`config.mk`:
```
export PLATFORM = sky130hd
export DESIGN_NAME = lru_key_value_cache_unit
export DESIGN_NICKNAME = d
export VERILOG_FILES = /design/src/rtl/lkv_pkg.sv /design/src/rtl/lkv_ram.sv /design/src/rtl/lkv_ctrl.sv /design/src/rtl/lkv_datapath.sv /design/src/rtl/lru_key_value_cache_unit.sv
export SDC_FILE = /design/constraint.sdc
export NUM_CORES = 2
export LEC_CHECK = 0
export ABC_AREA = 1
export BUFFER_PORTS_ARGS = -buffer_cell sky130_fd_sc_hd__buf_2
export CORE_MARGIN = 8
export CORE_UTILIZATION = 47
export DETAILED_ROUTE_END_ITERATION = 12
export PLACE_DENSITY = 0.63
export RECOVER_POWER = 50
export SETUP_SLACK_MARGIN = 0.02
export SYNTH_ARGS = -nofsm -noshare
export SYNTH_HDL_FRONTEND = slang
export SYNTH_HIERARCHICAL = 1
export SYNTH_SLANG_ARGS = --single-unit
```
`constraint.sdc`:
```
create_clock -name clk -period 6.4 [get_ports clk]
set_input_delay 1.92 -clock clk [delete_from_list [all_inputs] [get_ports clk]]
set_output_delay 1.92 -clock clk [all_outputs]
set_load 0.05 [all_outputs]
```
`src/rtl/lkv_pkg.sv`:
```
// Shared constants, types and controller encodings for the LRU key/value cache.
package lkv_pkg;

	localparam int ENTRIES   = 16;
	localparam int DATA_W    = 32;
	localparam int CAP_W     = 5;
	localparam int IDX_W     = (ENTRIES > 1) ? $clog2(ENTRIES) : 1;
	localparam int CNT_W     = $clog2(ENTRIES + 1);
	localparam int CMP_W     = (CAP_W > CNT_W) ? CAP_W : CNT_W;
	localparam logic [CAP_W-1:0] CAP_RESET = CAP_W'(16);

	localparam logic OP_GET = 1'b0;
	localparam logic OP_PUT = 1'b1;

	typedef enum logic [3:0] {
		ST_IDLE,
		ST_SCAN,
		ST_SCAN_END,
		ST_DECIDE,
		ST_GET_RD,
		ST_GET_RES,
		ST_PUT_UPD,
		ST_EV_RD,
		ST_EV_CLR,
		ST_INSERT
	} lkv_state_t;

	// controller -> datapath
	typedef struct packed {
		logic load;
		logic scan;
		logic decide;
		logic rd_val;
		logic get_res;
		logic put_upd;
		logic ev_rd;
		logic ev_clr;
		logic insert;
		logic done;
	} lkv_cmd_t;

	// datapath -> controller
	typedef struct packed {
		logic scan_last;
		logic found;
		logic is_put;
		logic need_evict;
	} lkv_status_t;

endpackage

```
`src/rtl/lkv_ram.sv`:
```
// Generic single-write, single-read RAM with registered read data.
module lkv_ram #(
	parameter int WIDTH = 32,
	parameter int DEPTH = 16
) (
	input  logic                                      clk,
	input  logic                                      we,
	input  logic [((DEPTH > 1) ? $clog2(DEPTH) : 1)-1:0] waddr,
	input  logic [WIDTH-1:0]                          wdata,
	input  logic [((DEPTH > 1) ? $clog2(DEPTH) : 1)-1:0] raddr,
	output logic [WIDTH-1:0]                          rdata
);

	logic [WIDTH-1:0] mem_q [DEPTH];

	always_ff @(posedge clk) begin
		if (we) begin
			mem_q[waddr] <= wdata;
		end
		rdata <= mem_q[raddr];
	end

endmodule

```
`src/rtl/lkv_ctrl.sv`:
```
// Controller state machine: sequences scan, lookup, eviction and insert steps.
module lkv_ctrl (
	input  logic                clk,
	input  logic                arst_n,
	input  logic                start,
	output logic                busy,
	input  lkv_pkg::lkv_status_t status,
	output lkv_pkg::lkv_cmd_t   cmd
);
	import lkv_pkg::*;

	lkv_state_t state_q, state_d;

	always_ff @(posedge clk or negedge arst_n) begin
		if (!arst_n) begin
			state_q <= ST_IDLE;
		end else begin
			state_q <= state_d;
		end
	end

	always_comb begin
		state_d = state_q;
		cmd     = '0;
		busy    = 1'b1;
		unique case (state_q)
			ST_IDLE: begin
				busy = 1'b0;
				if (start) begin
					cmd.load = 1'b1;
					state_d  = ST_SCAN;
				end
			end
			ST_SCAN: begin
				cmd.scan = 1'b1;
				if (status.scan_last) begin
					state_d = ST_SCAN_END;
				end
			end
			ST_SCAN_END: begin
				state_d = ST_DECIDE;
			end
			ST_DECIDE: begin
				cmd.decide = 1'b1;
				if (!status.is_put) begin
					if (status.found) begin
						state_d = ST_GET_RD;
					end else begin
						cmd.done = 1'b1;
						state_d  = ST_IDLE;
					end
				end else if (status.found) begin
					state_d = ST_PUT_UPD;
				end else if (status.need_evict) begin
					state_d = ST_EV_RD;
				end else begin
					state_d = ST_INSERT;
				end
			end
			ST_GET_RD: begin
				cmd.rd_val = 1'b1;
				state_d    = ST_GET_RES;
			end
			ST_GET_RES: begin
				cmd.get_res = 1'b1;
				cmd.done    = 1'b1;
				state_d     = ST_IDLE;
			end
			ST_PUT_UPD: begin
				cmd.put_upd = 1'b1;
				cmd.done    = 1'b1;
				state_d     = ST_IDLE;
			end
			ST_EV_RD: begin
				cmd.ev_rd = 1'b1;
				state_d   = ST_EV_CLR;
			end
			ST_EV_CLR: begin
				cmd.ev_clr = 1'b1;
				state_d    = ST_INSERT;
			end
			ST_INSERT: begin
				cmd.insert = 1'b1;
				cmd.done   = 1'b1;
				state_d    = ST_IDLE;
			end
			default: begin
				state_d = ST_IDLE;
			end
		endcase
	end

endmodule

```
`src/rtl/lkv_datapath.sv`:
```
// Datapath: key/value RAMs, valid and rank flops, scan trackers, result registers.
module lkv_datapath (
	input  logic                              clk,
	input  logic                              arst_n,
	input  lkv_pkg::lkv_cmd_t                 cmd,
	output lkv_pkg::lkv_status_t              status,
	input  logic                              in_op,
	input  logic [lkv_pkg::DATA_W-1:0]        in_key,
	input  logic [lkv_pkg::DATA_W-1:0]        in_value,
	input  logic                              cfg_we,
	input  logic [lkv_pkg::CAP_W-1:0]         cfg_wdata,
	output logic                              res_done,
	output logic                              res_hit,
	output logic [lkv_pkg::DATA_W-1:0]        res_rd,
	output logic                              res_ev,
	output logic [lkv_pkg::DATA_W-1:0]        res_evk
);
	import lkv_pkg::*;

	// request
	logic              op_q;
	logic [DATA_W-1:0] key_q, val_q;

	// scan
	logic [IDX_W-1:0] idx_q, idx_s1;
	logic             scan_s1;
	logic             found_q, vfound_q, ffound_q;
	logic [IDX_W-1:0] slot_q, victim_q, free_q, best_q;

	// state
	logic [CAP_W-1:0] cap_q;
	logic [CNT_W-1:0] count_q;
	logic             valid_q [ENTRIES];
	logic [IDX_W-1:0] rank_q  [ENTRIES];

	// RAM ports
	logic              key_we, val_we;
	logic [IDX_W-1:0]  waddr, raddr;
	logic [DATA_W-1:0] key_rdata, val_rdata;

	logic [CMP_W-1:0] eff_cap;
	logic             key_match;
	logic [IDX_W-1:0] promo_rank;
	logic             promote;

	always_comb begin
		if (cap_q == '0) begin
			eff_cap = CMP_W'(1);
		end else if (CMP_W'(cap_q) > CMP_W'(ENTRIES)) begin
			eff_cap = CMP_W'(ENTRIES);
		end else begin
			eff_cap = CMP_W'(cap_q);
		end
	end

	assign status.scan_last  = (idx_q == IDX_W'(ENTRIES - 1));
	assign status.found      = found_q;
	assign status.is_put     = (op_q == OP_PUT);
	assign status.need_evict = (CMP_W'(count_q) >= eff_cap) && vfound_q;

	always_comb begin
		if (cmd.rd_val) begin
			raddr = slot_q;
		end else if (cmd.ev_rd) begin
			raddr = victim_q;
		end else begin
			raddr = idx_q;
		end
	end

	assign key_we = cmd.insert;
	assign val_we = cmd.insert | cmd.put_upd;
	assign waddr  = cmd.insert ? free_q : slot_q;

	lkv_ram #(.WIDTH(DATA_W), .DEPTH(ENTRIES)) u_key_ram (
		.clk   (clk),
		.we    (key_we),
		.waddr (waddr),
		.wdata (key_q),
		.raddr (raddr),
		.rdata (key_rdata)
	);

	lkv_ram #(.WIDTH(DATA_W), .DEPTH(ENTRIES)) u_val_ram (
		.clk   (clk),
		.we    (val_we),
		.waddr (waddr),
		.wdata (val_q),
		.raddr (raddr),
		.rdata (val_rdata)
	);

	// request capture and scan trackers
	assign key_match = scan_s1 && valid_q[idx_s1] && (key_rdata == key_q);

	always_ff @(posedge clk) begin
		if (cmd.load) begin
			op_q     <= in_op;
			key_q    <= in_key;
			val_q    <= in_value;
			found_q  <= 1'b0;
			vfound_q <= 1'b0;
			ffound_q <= 1'b0;
		end else begin
			if (key_match && !found_q) begin
				found_q <= 1'b1;
				slot_q  <= idx_s1;
			end
			// last entry with the largest rank wins
			if (scan_s1 && valid_q[idx_s1] && (!vfound_q || rank_q[idx_s1] >= best_q)) begin
				vfound_q <= 1'b1;
				victim_q <= idx_s1;
				best_q   <= rank_q[idx_s1];
			end
			if (scan_s1 && !valid_q[idx_s1] && !ffound_q) begin
				ffound_q <= 1'b1;
				free_q   <= idx_s1;
			end
			// evicted slot becomes free; keep the lowest free index
			if (cmd.ev_clr && (!ffound_q || victim_q < free_q)) begin
				ffound_q <= 1'b1;
				free_q   <= victim_q;
			end
		end
		if (cmd.load) begin
			idx_q <= '0;
		end else if (cmd.scan) begin
			idx_q <= idx_q + IDX_W'(1);
		end
		idx_s1 <= idx_q;
	end

	always_ff @(posedge clk or negedge arst_n) begin
		if (!arst_n) begin
			scan_s1 <= 1'b0;
		end else begin
			scan_s1 <= cmd.scan;
		end
	end

	// capacity register
	always_ff @(posedge clk or negedge arst_n) begin
		if (!arst_n) begin
			cap_q <= CAP_RESET;
		end else if (cfg_we) begin
			cap_q <= cfg_wdata;
		end
	end

	// valid bits, recency ranks, fill count
	assign promote    = cmd.get_res | cmd.put_upd;
	assign promo_rank = rank_q[slot_q];

	always_ff @(posedge clk or negedge arst_n) begin
		if (!arst_n) begin
			count_q <= '0;
			for (int i = 0; i < ENTRIES; i++) begin
				valid_q[i] <= 1'b0;
				rank_q[i]  <= '0;
			end
		end else begin
			if (promote) begin
				for (int i = 0; i < ENTRIES; i++) begin
					if (IDX_W'(i) == slot_q) begin
						rank_q[i] <= '0;
					end else if (valid_q[i] && rank_q[i] < promo_rank) begin
						rank_q[i] <= rank_q[i] + IDX_W'(1);
					end
				end
			end
			if (cmd.ev_clr) begin
				valid_q[victim_q] <= 1'b0;
				rank_q[victim_q]  <= '0;
				count_q           <= count_q - CNT_W'(1);
			end
			if (cmd.insert) begin
				for (int i = 0; i < ENTRIES; i++) begin
					if (IDX_W'(i) == free_q) begin
						valid_q[i] <= 1'b1;
						rank_q[i]  <= '0;
					end else if (valid_q[i]) begin
						rank_q[i] <= rank_q[i] + IDX_W'(1);
					end
				end
				count_q <= count_q + CNT_W'(1);
			end
		end
	end

	// result registers
	always_ff @(posedge clk) begin
		if (cmd.decide) begin
			res_hit <= found_q;
			res_rd  <= (op_q == OP_GET && !found_q) ? '1 : '0;
			res_ev  <= 1'b0;
			res_evk <= '0;
		end
		if (cmd.get_res) begin
			res_rd <= val_rdata;
		end
		if (cmd.ev_clr) begin
			res_ev  <= 1'b1;
			res_evk <= key_rdata;
		end
	end

	always_ff @(posedge clk or negedge arst_n) begin
		if (!arst_n) begin
			res_done <= 1'b0;
		end else begin
			res_done <= cmd.done;
		end
	end

endmodule

```
`src/rtl/lru_key_value_cache_unit.sv`:
```
// Top level of the fully associative LRU key/value cache.
//
// Usage:
//  - Command channel: drive op/key/value and raise start while busy is low;
//    the transaction is taken at that clock edge. op 0 = get, op 1 = put.
//  - Result: done pulses high for exactly one cycle with hit, read_value,
//    evicted and evicted_key. The receiver cannot stall; results must be
//    taken in that cycle.
//  - Config: cfg_valid/cfg_ready write the 5-bit capacity (cfg_ready is
//    always high). 0 acts as 1, values above 16 act as 16.
//    Write only while busy is low and no result is pending.
// Timing: busy rises the cycle after start. The controller walks all 16
//  entries through one RAM read port, one entry per cycle, then runs the
//  decide, lookup, evict and insert steps that the operation needs. The
//  next start is accepted in the cycle done is high; a new transaction is
//  taken only once the last one is through, and the sequential 16-entry
//  key scan sets the throughput.
// Reset: arst_n clears all valid bits, ranks, fill count and the controller;
//  capacity returns to 16. No clearing pass is needed.
module lru_key_value_cache_unit (
	input  logic                                 clk,
	input  logic                                 arst_n,
	input  logic                                 start,
	output logic                                 busy,
	input  logic                                 op,
	input  logic signed [lkv_pkg::DATA_W-1:0]    key,
	input  logic signed [lkv_pkg::DATA_W-1:0]    value,
	input  logic                                 cfg_valid,
	output logic                                 cfg_ready,
	input  logic [lkv_pkg::CAP_W-1:0]            cfg_data,
	output logic                                 done,
	output logic                                 hit,
	output logic signed [lkv_pkg::DATA_W-1:0]    read_value,
	output logic                                 evicted,
	output logic signed [lkv_pkg::DATA_W-1:0]    evicted_key
);
	import lkv_pkg::*;

	lkv_cmd_t    cmd;
	lkv_status_t status;

	logic [DATA_W-1:0] rd_raw, evk_raw;

	// capacity writes are always taken
	assign cfg_ready = 1'b1;

	lkv_ctrl u_ctrl (
		.clk    (clk),
		.arst_n (arst_n),
		.start  (start),
		.busy   (busy),
		.status (status),
		.cmd    (cmd)
	);

	lkv_datapath u_dp (
		.clk       (clk),
		.arst_n    (arst_n),
		.cmd       (cmd),
		.status    (status),
		.in_op     (op),
		.in_key    (key),
		.in_value  (value),
		.cfg_we    (cfg_valid & cfg_ready),
		.cfg_wdata (cfg_data),
		.res_done  (done),
		.res_hit   (hit),
		.res_rd    (rd_raw),
		.res_ev    (evicted),
		.res_evk   (evk_raw)
	);

	assign read_value  = signed'(rd_raw);
	assign evicted_key = signed'(evk_raw);

endmodule

```
### After elaboration in Yosys (flattened, before gate mapping)

Memory sizes are Yosys's and may differ from the RTL's. A register that Yosys moved wholly into a read port is not among the register bits.
Index checks and enable logic that the tools add are counted.

* register bits after elaboration: 254
* RAM bits: 1024
* logic and storage cells: 336
* memories kept: 2
* output and inout bits: 69

* magnitude comparators: 24
* equal/unequal tests: 43
* reduce and logical (&&, ||, !) cells: 45
* bitwise operators: 11
* muxes and demuxes: 139
* add/subtract/negate cells: 19

Memory list
* u_dp.u_key_ram.mem_q: depth 16, bits a word 32, read ports 1, clocked after Yosys merged registers in 1, write ports 1, RTL line lkv_ram.sv:14 `logic [WIDTH-1:0] mem_q [DEPTH];`
* u_dp.u_val_ram.mem_q: depth 16, bits a word 32, read ports 1, clocked after Yosys merged registers in 1, write ports 1, RTL line lkv_ram.sv:14

Operator list (number)
* 4-bit 2-to-1 mux: 79
* 64-bit 2-to-1 mux: 3
* 32-bit 2-to-1 mux: 5
* 4-bit by 1-bit adder with 4-bit output, second input constant: 17
* 4-bit < comparator: 17
* 64-bit bitwise AND: 1
* 4-bit == test, first input constant: 16
* 64-bit NOT: 1
* 1-bit 2-to-1 mux: 38
* 4-bit binary-select mux with 4-bit select: 2
* 3-bit by 4-bit == test with 1-bit output, first input constant: 8
* 32-bit == test: 1
* 16-bit 2-to-1 mux: 2
* 4-bit one-hot mux with 7 select lines: 1
* 1-bit logical AND: 26
* 5-bit 2-to-1 mux: 4
* 16-bit bitwise AND: 1
* 4-bit demux with 4-bit select: 1
* 2-bit by 4-bit == test with 1-bit output, first input constant: 4
* 4-bit by 3-bit == test with 1-bit output, second input constant: 4
* 16-bit NOT: 1
* 5-bit greater-or-equal comparator, second input constant: 3
* 4-bit NOT with 5-bit output: 3
* 4-bit == test, second input constant: 3
* other kinds (23): 40

### Longest topological paths before layout

* depth after elaboration: 14
* depth in mapped cells: 19
* mapped depth without buffers: 18

### Modules after synthesis

Netlist, hierarchy kept.

By module, submodules not included
* lkv_ram at u_dp.u_key_ram: cells each 2120, seq. area each 16015.4 µm², times used 1, area an instance 22744.3 µm²
* lkv_ram at u_dp.u_val_ram: cells each 2120, seq. area each 16015.4 µm², times used 1, area an instance 22730.6 µm²
* lkv_datapath: cells each 1890, seq. area each 6927.9 µm², times used 1, area an instance 15130.8 µm²
* lkv_ctrl: cells each 53, seq. area each 100.1 µm², times used 1, area an instance 324.1 µm²
* lru_key_value_cache_unit: cells each 2, seq. area each 0.0 µm², times used 1, area an instance 11.3 µm²

### Least setup slack after synthesis

Ideal clock, no wire load.

* path type: input port to flip-flop
* from: in start
* to: reg u_dp.slot_q[0], enable pin
* buffers on the path: 1
* stages on the path: 9
* slack: 0.633 ns
* setup time: 0.255 ns
* data arrival time: 5.512 ns
* data required time: 6.145 ns
* cell sequence: inv_1 > nor2_1 > clkbuf_1 > or2_2 > nor4_1 > nand2_1 > nor2_1 > nand4_1 > nor2_1

RTL lines
* start, declared: RTL line lru_key_value_cache_unit.sv:23 `input logic start,`
* end signal, assigned: RTL line lkv_datapath.sv:107 `slot_q <= idx_s1;`
* end, declared: RTL line lkv_datapath.sv:28 `logic [IDX_W-1:0] slot_q, victim_q, free_q, best_q;`

### Final worst setup path

* from: reg u_dp.idx_s1[1]
* to: reg u_dp.best_q[1], enable pin

* word-level cells in the longest chain between the ends: 8
* elaborated cells on any way between the ends: 12

RTL lines
* start, declared: RTL line lkv_datapath.sv:25 `logic [IDX_W-1:0] idx_q, idx_s1;`
* start signal, assigned: RTL line lkv_datapath.sv:130 `idx_s1 <= idx_q;`
* 4-bit NOT with 5-bit output (not written as such) (*): RTL line lkv_datapath.sv:110 `if (scan_s1 && valid_q[idx_s1] && (!vfound_q || rank_q[idx_s1] >= best_q)) begin`
* 4-bit binary-select mux with 4-bit select: RTL line lkv_datapath.sv:110
* 4-bit 2-to-1 mux (not written as such) (2 in a row): RTL line lkv_datapath.sv:110
* 4-bit greater-or-equal comparator: RTL line lkv_datapath.sv:110
* 1-bit logical OR: RTL line lkv_datapath.sv:110
* 1-bit logical AND (*): RTL line lkv_datapath.sv:110
* 2-bit AND reduction (no source line) (*)
* end signal, assigned: RTL line lkv_datapath.sv:113 `best_q <= rank_q[idx_s1];`
* end, declared: RTL line lkv_datapath.sv:28

Mark *: on every way between the ends. The rest lies on a longest branch, timed or not. The select of a mux whose other input is x is not followed.
A chain may end at the register's enable or synchronous reset.

==> flow_summary.json <==
{
  "startpoint_type": "flip-flop",
  "violations": "max-capacitance violations, max-slew violations",
  "synth-seq-cells": 1342,
  "worstPathRequired_ps": 6770,
  "dp_hpwl_um": 91630,
  "hold_viol": 0,
  "fin_skew_ps": 26.39,
  "synth.largest_area_cell": "edfxtp_1",
  "root_buffer": "clkbuf_16",
  "clkSinkCount": 1342,
  "synthArstFlopShare": 0.07154,
  "reg2reg_setup_slack_ps": 1520,
  "setup_violations": 0,
  "grt.total_usage": 0.2202,
  "syn_area_mm2": 0.06094,
  "hp-start": "u_dp/idx_q[3]",
  "synth_area_per_cell_um2": 9.853,
  "synth_warnings": 6,
  "rsz0062_at_grt": "no",
  "io_pins": 143,
  "clkLatencyLatePin_ps": 760,
  "wirelength_um": 159300,
  "die_w_um": 376.1,
  "post-route-min-period_ps": 4877,
  "die_y_um": 376.1,
  "arrival_ps": 5250,
  "clockBufferDepth": 3,
  "ys_seq_area_frac": 0.6409,
  "synth_flop_cell": "edfxtp_1",
  "p_per_area_mw_per_mm2": 453.8,
  "gp_congestion": 0.9117,
  "synth_mux_area_frac": 0.0001848,
  "area_growth_syn_to_layout_pct": 11.11,
  "power.leakage_nw": 29.10,
  "critPathLaunch": "u_dp/idx_s1[1]",
  "synth_top_area_frac": 0.5765,
  "post_cts_resized": 0,
  "path_clk_slew_ps": 60,
  "route.vias.total": 42720,
  "port_buffers": 141,
  "ys_top_cells_by_area": "edfxtp_1 58%, nand2_1 12%, nand3_1 7.9%",
  "ant_nets": 0,
  "synthMostInstantiatedCell": "nand2_1",
  "die_area_mm2": 0.1414,
  "synth-simple-area-share": 0.2080,
  "grt_pass1_wl_um": 243300,
  "tns_ps": 0,
  "fin_nets": 6418,
  "crit_type": "flip-flop to flip-flop",
  "via_per_inst": 5.258,
  "syn_inst": 6185,
  "relSlewSlack": -0.9611,
  "cp_max_fo": 24,
  "synth_top_family_by_area": "simple AND/OR/NAND/NOR gates",
  "ctsHoldBuffers": 0,
  "post-route-period-util": 0.7620,
  "synth.distinct_cells": 53,
  "initial_core_util": 0.4718,
  "wl_per_cell_um": 19.60,
  "htreeDepth": 4,
  "fill_cells": 11450,
  "fmax_ghz": 0.2050,
  "synth-compound-area-share": 0.03570,
  "yosys.area_share.adder": 0.01675,
  "rows": 132,
  "grt_pass1_vias": 40660,
  "grt_remaining_overflow": 0,
  "cts_tree": "done",
  "synth.net_count": 6340,
  "maxCapViolCount": 6,
  "outcome": "finished, violations left",
  "grt_antenna_before_repair": 1,
  "synth_edf_count": 1170,
  "synth_xor_area_frac": 0.006180,
  "numCtsBuffers": 144,
  "synth_common_cells": "1,885 x nand2_1, 1,170 x edfxtp_1, 1,040 x inv_1",
  "drt-pass1-iter-count": 6,
  "maxSlewViolCount": 210,
  "worst_pin_slew_ps": 2942,
  "r2r_start": "u_dp/idx_s1[1]",
  "drive_above_1_share": 0.07334,
  "core_mm2": 0.1292,
  "setup.worst_path.end_class": "flip-flop",
  "ir_drop_mv": 0.5941,
  "min_path_type": "flip-flop to flip-flop",
  "grt_start_max_net_pins": 215,
  "drc": 0,
  "drtIter0Drc": 4044,
  "power.total_mw": 30.73,
  "cts_setup_buffers": 0
}
-- final timing paths --
| path | cells past startpoint | end |
|---|---|---|
| max in group asynchronous | 2 | u_dp/rank_q[11] |
| min reg2reg | 0 | u_dp/idx_s1[3] |
| max reg2reg | 13 | u_dp/best_q[1] |
| max | 13 | u_dp/best_q[1] |
| min in group asynchronous | 1 | u_dp/rank_q[53] |
| min | 0 | u_dp/idx_s1[3] |
-- placed cells by master (no fill, tap or decap), types with 13 or more instances in the layout --
| master | netlist | routed |
|---|---|---|
| o21ai_0 | 128 | 126 |
| clkbuf_1 | 65 | 69 |
| clkbuf_8 | 0 | 14 |
| ha_1 | 80 | 80 |
| nand2_2 | 23 | 24 |
| dfxtp_1 | 76 | 76 |
| a211oi_1 | 19 | 19 |
| dfrtp_1 | 95 | 95 |
| a21oi_1 | 175 | 175 |
| clkinv_2 | 0 | 23 |
| clkinv_1 | 1 | 15 |
| xor2_1 | 25 | 25 |
| bufinv_16 | 0 | 15 |
| buf_4 | 23 | 38 |
| o21ai_1 | 15 | 13 |
| clkbuf_16 | 0 | 147 |
| inv_1 | 1040 | 1035 |
| nor2_1 | 91 | 61 |
| nand2_1 | 1885 | 1884 |
| nor2_4 | 1 | 33 |
| buf_2 | 86 | 123 |
| edfxtp_1 | 1170 | 1170 |
| xnor2_1 | 18 | 18 |
| nand3_1 | 964 | 964 |
| nand4_1 | 14 | 14 |
-- power by group --
part / total (mW) / internal [mW] / switching, mW
clock network: 8.44 / 5.01 / 3.43
registers: 11.9 / 10.9 / 1.06
logic: 10.4 / 2.93 / 7.44
-- final cells by class --
cell class              instances  area (um^2)  share of cell area
flip-flops and latches       1342        39060              0.5768
clock inverters                65        789.5             0.01166
multi-input cells            3528        16570              0.2448
clock buffers                 199         4014             0.05928
repair buffers                199         1142             0.01687
well taps                    1742         2180             0.03219
inverters                    1048         3949             0.05832
diodes                          2        5.005          0.00007391
-- state kept, by name, indices dropped and copies added (netlist names), 4 cells and up --
register,flops
u_dp/res_rd,32
u_dp/rank_q,64
u_dp/key_q,32
u_dp/u_key_ram/rdata,32
u_dp/free_q,4
u_dp/idx_q,4
u_dp/u_key_ram/mem_q,512
u_dp/u_val_ram/rdata,32
u_ctrl/state_q,4
u_dp/cap_q,5
u_dp/res_evk,32
u_dp/idx_s1,4
u_dp/best_q,4
u_dp/victim_q,4
u_dp/u_val_ram/mem_q,512
u_dp/valid_q,16
u_dp/val_q,32
u_dp/count_q,5
u_dp/slot_q,4
-- cells by family (layout without fill, tap and decap cells) --
| family | count (synthesis) | after routing |
|---|---|---|
| AO/OA/AOI/OAI | 393 | 393 |
| XOR/XNOR | 43 | 43 |
| adder cells (fa/ha/maj) | 81 | 81 |
| buffers and inverters | 1315 | 1511 |
| flip-flops | 1342 | 1342 |
| multiplexers | 1 | 1 |
| other | 1 | 3 |
| AND/OR/NAND/NOR | 3009 | 3009 |
-- routing by layer --
layer | up-vias | GRT usage | share of wire
met3 | 285 | 0.03121 | 0.075
met5 | - | 0 | 0
met4 | 0 | 0.07505 | 0.030
met2 | 1700 | 0.3545 | 0.46
li1 | 20380 | - | -
met1 | 20350 | 0.3077 | 0.43
-- metrics by stage --
stage	hold slack, ps	std cells	instance area [um^2]	utilization	setup WS [ps]
floorplan	363.3	6185	60940	-	632.9
global placement	395.0	7859	63000	0.4878	1746
detailed placement	391.4	7859	63000	0.4878	1697
CTS	397.9	8123	67810	0.5250	2034
global route	405.7	8123	67710	0.5242	894.7
finish	400.5	8125	67710	0.5243	1523
-- worst max-delay path, stage by stage (launching register included) --
cell and delay (ps):
dfxtp_1 300, clkbuf_1 950, inv_1 720, a21oi_1 320, o21ai_0 180, nand3_1 130, nand3_1 120, nand2_1 180
inv_1 60, ha_1 270, o21a_1 110, o21a_1 100, o21ai_0 100, a211oi_1 940
Power figures use the tool's default switching activity.
